===== config.mk =====
export PLATFORM = sky130hd
export DESIGN_NAME = dpbfa_ctrl
export DESIGN_NICKNAME = d
export VERILOG_FILES = /design/src/hdl/dpbfa_pkg.sv /design/src/hdl/dpbfa_ctrl.sv
export SDC_FILE = /design/constraint.sdc
export NUM_CORES = 1
export LEC_CHECK = 0
export BUFFER_PORTS_ARGS = -buffer_cell sky130_fd_sc_hd__buf_4
export CORE_MARGIN = 2
export CORE_UTILIZATION = 49
export DETAILED_ROUTE_END_ITERATION = 16
export GPL_TIMING_DRIVEN = 0
export MAX_ROUTING_LAYER = met4
export PLACE_DENSITY = 0.77
export SLEW_MARGIN = 20
export SYNTH_ARGS = -nofsm -noshare
export SYNTH_HDL_FRONTEND = slang
export SYNTH_SLANG_ARGS = --single-unit

===== constraint.sdc =====
create_clock -name clk_i -period 1.6 [get_ports clk_i]
set_input_delay 0.16 -clock clk_i [delete_from_list [all_inputs] [get_ports clk_i]]
set_output_delay 0.16 -clock clk_i [all_outputs]
set_load 0.02 [all_outputs]

===== src/hdl/dpbfa_pkg.sv =====
// shared types and constants of the dma pool best fit allocator
package dpbfa_pkg;

  localparam int unsigned POOL_BYTES = 8388608;
  localparam int unsigned MAX_BLOCKS = 2048;
  localparam int unsigned PAGE_LG    = 12;
  localparam int unsigned MIN_LG     = 6;
  localparam int unsigned PAGE_BYTES = 1 << PAGE_LG;
  localparam int unsigned POOL_TOTAL = ((POOL_BYTES + PAGE_BYTES - 1) / PAGE_BYTES) * PAGE_BYTES;

  localparam int unsigned ADDR_W  = 48;
  localparam int unsigned BYTES_W = 24;
  localparam int unsigned START_W = 23;
  localparam int unsigned SIZE_W  = 24;
  localparam int unsigned NEED_W  = 25;
  localparam int unsigned IDX_W   = $clog2(MAX_BLOCKS);
  localparam int unsigned CNT_W   = $clog2(MAX_BLOCKS + 1);
  localparam int unsigned ENT_W   = 1 + SIZE_W + START_W;

  localparam logic REQ_ALLOC = 1'b0;
  localparam logic REQ_FREE  = 1'b1;

  localparam logic CFG_VIRT_BASE = 1'b0;
  localparam logic CFG_PHYS_BASE = 1'b1;

  typedef enum logic [2:0] {
    ST_GRANTED   = 3'd0,
    ST_ZERO      = 3'd1,
    ST_FULL      = 3'd2,
    ST_EXHAUSTED = 3'd3,
    ST_FREED     = 3'd4,
    ST_NOMATCH   = 3'd5,
    ST_TOOLARGE  = 3'd6
  } status_e;

  typedef enum logic [4:0] {
    OP_NONE,
    OP_LOAD,
    OP_ICLR_ALLOC,
    OP_ICLR,
    OP_RD_I,
    OP_A_EVAL,
    OP_WR_BEST,
    OP_WR_NEW,
    OP_RES_ZERO,
    OP_RES_FULL,
    OP_RES_EXH,
    OP_RES_NOMATCH,
    OP_RES_TOOLARGE,
    OP_RES_FREED,
    OP_I_INC,
    OP_WR_FREE,
    OP_LAT_I,
    OP_RD_J,
    OP_J_INC,
    OP_MERGE,
    OP_RD_LAST,
    OP_MOVE
  } dp_op_e;

  typedef enum logic [4:0] {
    S_IDLE,
    S_DEC,
    S_A_RD,
    S_A_EV,
    S_A_END,
    S_F_RD,
    S_F_EV,
    S_M_START,
    S_M_RDI,
    S_M_EVI,
    S_M_RDJ,
    S_M_EVJ,
    S_M_RDL,
    S_M_MOV,
    S_OUT
  } state_e;

  typedef struct packed {
    logic is_free;
    logic is_zero;
    logic addr_zero;
    logic i_end;
    logic j_end;
    logic found;
    logic full;
    logic exhaust;
    logic hit;
    logic too_large;
    logic rd_used;
    logic mergeable;
  } dp_sts_t;

endpackage


===== src/hdl/dpbfa_ctrl.sv =====
// control state machine sequencing table scans, frees and merges
module dpbfa_ctrl import dpbfa_pkg::*; (
  input  logic    clk_i,
  input  logic    rst_ni,
  input  logic    in_fire_i,
  input  logic    out_fire_i,
  input  dp_sts_t sts_i,
  output logic    in_ready_o,
  output logic    out_valid_o,
  output dp_op_e  op_o
);

  state_e state_q, state_d;

  always_ff @(posedge clk_i or negedge rst_ni) begin
    if (!rst_ni) begin
      state_q <= S_IDLE;
    end else begin
      state_q <= state_d;
    end
  end

  always_comb begin
    state_d = state_q;
    case (state_q)
      S_IDLE:    if (in_fire_i) state_d = S_DEC;
      S_DEC: begin
        if (sts_i.is_free) state_d = sts_i.addr_zero ? S_OUT : S_F_RD;
        else state_d = sts_i.is_zero ? S_OUT : S_A_RD;
      end
      S_A_RD:    state_d = sts_i.i_end ? S_A_END : S_A_EV;
      S_A_EV:    state_d = S_A_RD;
      S_A_END:   state_d = S_OUT;
      S_F_RD:    state_d = sts_i.i_end ? S_OUT : S_F_EV;
      S_F_EV: begin
        if (sts_i.hit) state_d = sts_i.too_large ? S_OUT : S_M_START;
        else state_d = S_F_RD;
      end
      S_M_START: state_d = S_M_RDI;
      S_M_RDI:   state_d = sts_i.i_end ? S_OUT : S_M_EVI;
      S_M_EVI:   state_d = sts_i.rd_used ? S_M_RDI : S_M_RDJ;
      S_M_RDJ:   state_d = sts_i.j_end ? S_M_RDI : S_M_EVJ;
      S_M_EVJ:   state_d = sts_i.mergeable ? S_M_RDL : S_M_RDJ;
      S_M_RDL:   state_d = S_M_MOV;
      S_M_MOV:   state_d = S_M_START;
      S_OUT:     if (out_fire_i) state_d = S_IDLE;
      default:   state_d = S_IDLE;
    endcase
  end

  always_comb begin
    op_o        = OP_NONE;
    in_ready_o  = 1'b0;
    out_valid_o = 1'b0;
    case (state_q)
      S_IDLE: begin
        in_ready_o = 1'b1;
        if (in_fire_i) op_o = OP_LOAD;
      end
      S_DEC: begin
        if (sts_i.is_free) op_o = sts_i.addr_zero ? OP_RES_NOMATCH : OP_ICLR;
        else op_o = sts_i.is_zero ? OP_RES_ZERO : OP_ICLR_ALLOC;
      end
      S_A_RD:    if (!sts_i.i_end) op_o = OP_RD_I;
      S_A_EV:    op_o = OP_A_EVAL;
      S_A_END: begin
        if (sts_i.found) op_o = OP_WR_BEST;
        else if (sts_i.full) op_o = OP_RES_FULL;
        else if (sts_i.exhaust) op_o = OP_RES_EXH;
        else op_o = OP_WR_NEW;
      end
      S_F_RD:    op_o = sts_i.i_end ? OP_RES_NOMATCH : OP_RD_I;
      S_F_EV: begin
        if (sts_i.hit) op_o = sts_i.too_large ? OP_RES_TOOLARGE : OP_WR_FREE;
        else op_o = OP_I_INC;
      end
      S_M_START: op_o = OP_ICLR;
      S_M_RDI:   op_o = sts_i.i_end ? OP_RES_FREED : OP_RD_I;
      S_M_EVI:   op_o = sts_i.rd_used ? OP_I_INC : OP_LAT_I;
      S_M_RDJ:   op_o = sts_i.j_end ? OP_I_INC : OP_RD_J;
      S_M_EVJ:   op_o = sts_i.mergeable ? OP_MERGE : OP_J_INC;
      S_M_RDL:   op_o = OP_RD_LAST;
      S_M_MOV:   op_o = OP_MOVE;
      S_OUT:     out_valid_o = 1'b1;
      default:   op_o = OP_NONE;
    endcase
  end

endmodule


==> metrics.yaml, run 1 <==
worst_hold_path:
  min_from: "in_fire_i"
  hold_path.class: "primary input to flop"
grt:
  grt_pass1_wl_um: 4347
  grt-ovfl-total: 0
  grt_pass1_vias: 929
  grt_antenna_before_repair: 0
  grt_util_all_layers_pct: 32.79
  grt_max_degree: 11
detailed_routing:
  via_per_inst: 7.181
  first_iter_violations: 115
  firstDrtPassIters: 5
  dr_wl_met3_um: 449
  drc: 0
  ant_nets: 0
  wire_per_inst_um: 21.08
  route.met2.wl_um: 1525
  m1WireLength_um: 1212
  route.final.wire_length_um: 3373
  vias: 1149
  routed.top_layer: "met4"
synth:
  ys_warn_count: 0
  yosys.area.top_type: "dfrtp_1"
  syn-num-nets: 123
  netlist_top_cells_area: "dfrtp_1, a21oi_1, buf_2"
  syn_area_sq_um: 724.4
  synth_top_cell_area_share_pct: 13.82
  syn_inst: 107
  async_reset_ff_share_pct: 100.0
  synth_edf_count: 0
  yosysSeqAreaShare_pct: 13.82
  ys_types: 39
  ys_seq_elements: 4
  syn_avg_cell_area_sq_um: 6.771
  synthFlopType: "dfrtp_1"
critical_path:
  path_buf_inv: 1
  cp.required_ps: 1440
  reg2reg_from: "state_q[1]"
  crit_path_start: "state_q[1]"
  crit_path_max_fanout: 7
  cpPeakStageDelay_ps: 530
  path_cells: "nand2_1 -> or3_1 -> a21oi_2 -> or4_4 -> buf_6"
  critPathLaunchType: "flop"
  worst-setup-path-type: "flop to output port"
  path_delay_family: "simple AND/OR/NAND/NOR gates"
  end_kind: "output port"
  cp.arrival_ps: 1810
  crit_slowest_cell: "or4_4"
timing:
  slew_headroom_pct: 80.00
  fin_tns_setup_ps: -1193
  worst_pin_slew_ps: 298.7
  fin_crit_ps: 1967
  hold_violations: 0
  slew_viol_final: 0
  clock.fmax_ghz: 0.5085
  finalCritPeriodShare_pct: 122.9
  setup_ws_ps: -366.6
  finalSetupViolCount: 7
  worst_clock_skew_ps: 4.459
  grt_setup_unrepaired: "yes"
power:
  leakage_nw: 0.5219
  powerDensity_nw_per_um2: 2399
  ir_drop_v: 0.001541
die:
  core_sq_um: 1334
  die_area_sq_um: 1802
  start_util_pct: 54.32
  die_h_um: 42.45
  ios: 23
  die_w_um: 42.45
  rows: 13
clock_tree:
  cts_buffers: 3
  clk_latency_ps: 260
  cts_sinks: 4
  cts_tree: "built"
  clock_path_buffers: 2
  cts_root_buf: "clkbuf_4"
  cts.reportedPaths.clkPinSlew_ps: 50
  h-tree-depth: 1
final_layout:
  largest_reg_flops: 4
  regMostFlops: "state_q"
  antenna-diode-count: 0
  area_growth_pct: 60.79
  drive_gt1_share_pct: 46.90
  fillerInstances: 73
  final_nets: 163
  top_regs: "state_q: 4 flops"
run_status:
  failed_checks: "setup timing"
  status: "finished with violations"
place:
  globalplace.congestion: 0.9211
  dp_slack_ps: -127.8
  dp_hpwl_um: 1826
  port_buffers: 22
flow_run:
  maxCapViolations: 0
[path summary, 6_finish.rpt]
kind | to | slack (ps) | cells past startpoint
setup reg to reg | state_q[0] | -50 | 7
setup / recovery | op_o[0] | -370 | 5
max in group asynchronous | state_q[1] | 1200 | 2
hold reg to reg | state_q[3] | 860 | 3
hold / removal | state_q[0] | 170 | 3
min in group asynchronous | state_q[3] | 270 | 2
[stage by stage]
stage | cell area [sq um] | utilization (%) | std cells | power (W) | hold WS [ps]
global route | 1165 | 87.34 | 160 | 0.002899 | 174.5
CTS | 1022 | 76.64 | 152 | 0.002263 | 184.8
finish | 1165 | 87.34 | 160 | 0.002794 | 172.6
floorplan | 730.7 | - | 107 | 0.001416 | -135.6
global placement | 914.6 | 68.57 | 144 | 0.001881 | -43.29
detailed placement | 914.6 | 68.57 | 144 | 0.001913 | -34.33
[cells in the final DEF (no fill, tap or decap), drive strengths merged, types with 2 or more instances in the layout]
cell type	Yosys	routed
nor4	2	2
nand2	9	9
nand3	5	5
or4	2	2
o22ai	3	3
or3	2	2
o211ai	2	2
clkbuf	0	4
a21o	4	4
a21oi	17	17
o21ai	3	3
nand2b	5	5
mux2i	2	2
nor2	4	4
dfrtp	4	4
o21a	3	3
buf	10	43
inv	5	5
a211oi	2	2
nor2b	5	5
o31a	2	2
nor3	2	2
[area by class of cell]
cell class / instances / area [sq um] / share of cell area, %
multi-input cells: 88 / 619.3 / 53.17
well taps: 15 / 18.77 / 1.611
clock buffers: 3 / 22.52 / 1.933
inverters: 5 / 18.77 / 1.611
repair buffers: 36 / 297.8 / 25.56
flip-flops and latches: 4 / 103.9 / 8.915
plain buffers: 9 / 83.83 / 7.197
[synth_stat cells, types with 2 or more instances]
cell and instances:
a211oi_1 2, inv_2 2, a21oi_1 17, o21a_1 3, o31a_1 2, nor3_1 2
or4_1 2, or3_1 2, inv_1 3, o211ai_1 2, nand2_1 9, nand2b_1 4
nand3_1 5, nor2b_1 5, nor4_1 2, buf_2 9, o22ai_1 3, a21o_1 4
dfrtp_1 4, mux2i_1 2, o21ai_1 2, nor2_1 4
[metal layers]
metal,global-route usage (%),up-vias
met5,-,-
met4,11.25,0
met3,8.190,28
met2,51.08,112
met1,41.09,526
li1,-,483
[worst reg2reg max path, delay by kind of cell, from the launching register on]
kind,cells,cell delay [ps]
multiplexers,1,140
buffers and inverters,3,430
flip-flops,1,470
AO/OA/AOI/OAI,3,540
[where the power goes]
group	internal (W)	total [W]	switching, W
combinational	0.00112	0.00237	0.00125
sequential	0.000164	0.000273	0.000110
clock	0.0000852	0.000146	0.0000607
[logic make-up after synthesis]
| family | count (synthesis) | share of synthesized area [%] |
|---|---|---|
| AND/OR/NAND/NOR | 39 | 29.70 |
| buffers and inverters | 15 | 10.36 |
| multiplexers | 2 | 2.763 |
| flip-flops | 4 | 13.82 |
| AO/OA/AOI/OAI | 47 | 43.35 |
[repair_timing]
item,in CTS,in global routing
gates cloned,0,1
gates resized for setup,15,19
endpoints found under the setup margin,7,6
endpoints found under the hold margin,4,0
setup buffers,5,7
pin swaps,1,2
hold buffers,1,0
Power figures use the tool's default switching activity.
==> inputs of run 2 (changes only) <==
Settings changed: SKIP_CTS_REPAIR_TIMING set to 1.
==> run 2 against run 1 <==
  * The flow still finishes with violations (setup timing)
  * Clock skew down 2.3 ps
  * Clock-buffer cell count unchanged
  * Final cell count down 5.6%
  * Worst hold slack better by 11 ps
  * Global-route usage down 2.4 points
  * Via count down 11%
==> metrics.yaml, run 2 (synthesis gave the netlist of run 1 again) <==
critical_path:
  critPathLaunchType: "flop"
  regToRegEndpoint: "state_q[0]"
  crit_path_max_fanout: 7
  cp.required_ps: 1440
  end_kind: "output port"
  r2r_cells: 4
  reg2reg_slack_ps: 100
  reg2reg_from: "state_q[2]"
  worst-setup-path-type: "flop to output port"
  cp.arrival_ps: 1740
worst_hold_path:
  min_from: "in_fire_i"
  min_path_cells: 3
  hold_end: "state_q[0]"
  hold_path.class: "primary input to flop"
power:
  clock_power_share_pct: 5.9
  p_seq_share_pct: 11.5
  internal_power_w: 0.001123
  powerDensity_nw_per_um2: 2268
  pwr-share-comb_pct: 82.6
  ir_drop_v: 0.001368
  p_sw_w: 0.001241
  p_sw_share_pct: 52.50
  leakage_nw: 0.4575
die:
  die_h_um: 42.45
  die_w_um: 42.45
  ios: 23
  core_sq_um: 1334
  start_util_pct: 54.32
  rows: 13
  die_area_sq_um: 1802
detailed_routing:
  drc: 0
  vias: 1028
  via_per_inst: 6.808
  wire_per_inst_um: 17.88
  firstDrtPassIters: 4
  ant_nets: 0
  first_iter_violations: 92
  route.final.wire_length_um: 2700
timing:
  fin_hold_ws_ps: 183.4
  fin_crit_ps: 1896
  slew_headroom_pct: 81.95
  finalCritPeriodShare_pct: 118.5
  finalSetupViolCount: 7
  hold_violations: 0
  worst_pin_slew_ps: 268.3
  clock.fmax_ghz: 0.5273
  worst_clock_skew_ps: 2.140
  setup_ws_ps: -296.3
  grt_setup_unrepaired: "yes"
  slew_viol_final: 0
final_layout:
  regMostFlops: "state_q"
  final_nets: 154
  design_area_sq_um: 1042
  area_growth_pct: 43.87
  antenna-diode-count: 0
  regArea_sq_um: 103.9
  multiInputGateArea_sq_um: 598.1
  final_cell_mix: "buf_4, a21oi_1, nand2_1"
  final_common_cell: "buf_4"
  fillerInstances: 106
  final_core_util_pct: 78.14
  largest_reg_flops: 4
  drive_gt1_share_pct: 38.97
  fin_cells: 151
  top_regs: "state_q: 4 flops"
clock_tree:
  cts_root_buf: "clkbuf_4"
  cts.reportedPaths.clkPinSlew_ps: 40
  h-tree-depth: 1
  clock_path_buffers: 2
  clk_latency_ps: 250
  cts_buffers: 3
  cts_tree: "built"
  cts_sinks: 4
place:
  place_area_sq_um: 914.6
  dp_cells: 144
  dp_hpwl_um: 1826
  port_buffers: 22
  globalplace.congestion: 0.9211
run_status:
  status: "finished with violations"
  failed_checks: "setup timing"
grt:
  grt_pass1_vias: 869
  grt-ovfl-total: 0
  grt_antenna_before_repair: 0
  grt_pass1_wl_um: 4098
  grt_util_all_layers_pct: 30.43
  grt_max_degree: 11
flow_run:
  maxCapViolations: 0
[run 2: final cells by class]
| cell class | count | share of cell area [%] |
|---|---|---|
| Tap cell | 15 | 1.801 |
| Timing Repair Buffer | 27 | 20.17 |
| Buffer | 9 | 6.723 |
| Inverter | 5 | 1.801 |
| Multi-Input combinational cell | 88 | 57.38 |
| Sequential cell | 4 | 9.964 |
| Clock buffer | 3 | 2.161 |
[run 2: layer usage]
| layer | global-route usage [%] | up-vias | wire length, um |
|---|---|---|---|
| li1 | - | 463 | - |
| met1 | 40.83 | 459 | 1077 |
| met4 | 6.875 | 0 | 59 |
| met5 | - | - | 0 |
| met3 | 6.466 | 15 | 332 |
| met2 | 46.77 | 91 | 1231 |
[run 2: per-stage QoR]
stage               setup TNS (ps)  setup WS (ps)  total power [W]
global placement            -101.1         -77.92         0.001881
finish                       -1488         -296.3         0.002364
floorplan                        0          35.83         0.001416
detailed placement          -179.6         -127.8         0.001913
CTS                          -1546         -383.9         0.002056
global route                 -1896         -356.7         0.002491
[run 2: worst max path at each step]
stage,startpoint,end,cells after the start
2_1_floorplan,state_q[2],state_q[0],4
3_3_place_gp,state_q[3],op_o[0],5
3_5_place_dp,state_q[3],op_o[0],5
4_1_cts,state_q[3],op_o[0],5
5_1_grt,state_q[1],op_o[0],5
6_report,state_q[3],op_o[0],6
[run 2: power by group through the flow]
stage | Sequential (W) | Clock (W) | Combinational, W
finish | 0.000272 | 0.000139 | 0.00195
CTS | 0.000218 | 0.000136 | 0.00170
global placement | 0.000216 | 0 | 0.00166
global route | 0.000282 | 0.000148 | 0.00206
detailed placement | 0.000219 | 0 | 0.00169
floorplan | 0.000198 | 0 | 0.00122
[run 2: critical path, stage by stage (launching register included)]
cell and delay, ps:
dfrtp_2 460, buf_6 140, a21oi_2 100, a21oi_1 60
o21a_1 170, or4_4 410, buf_6 150
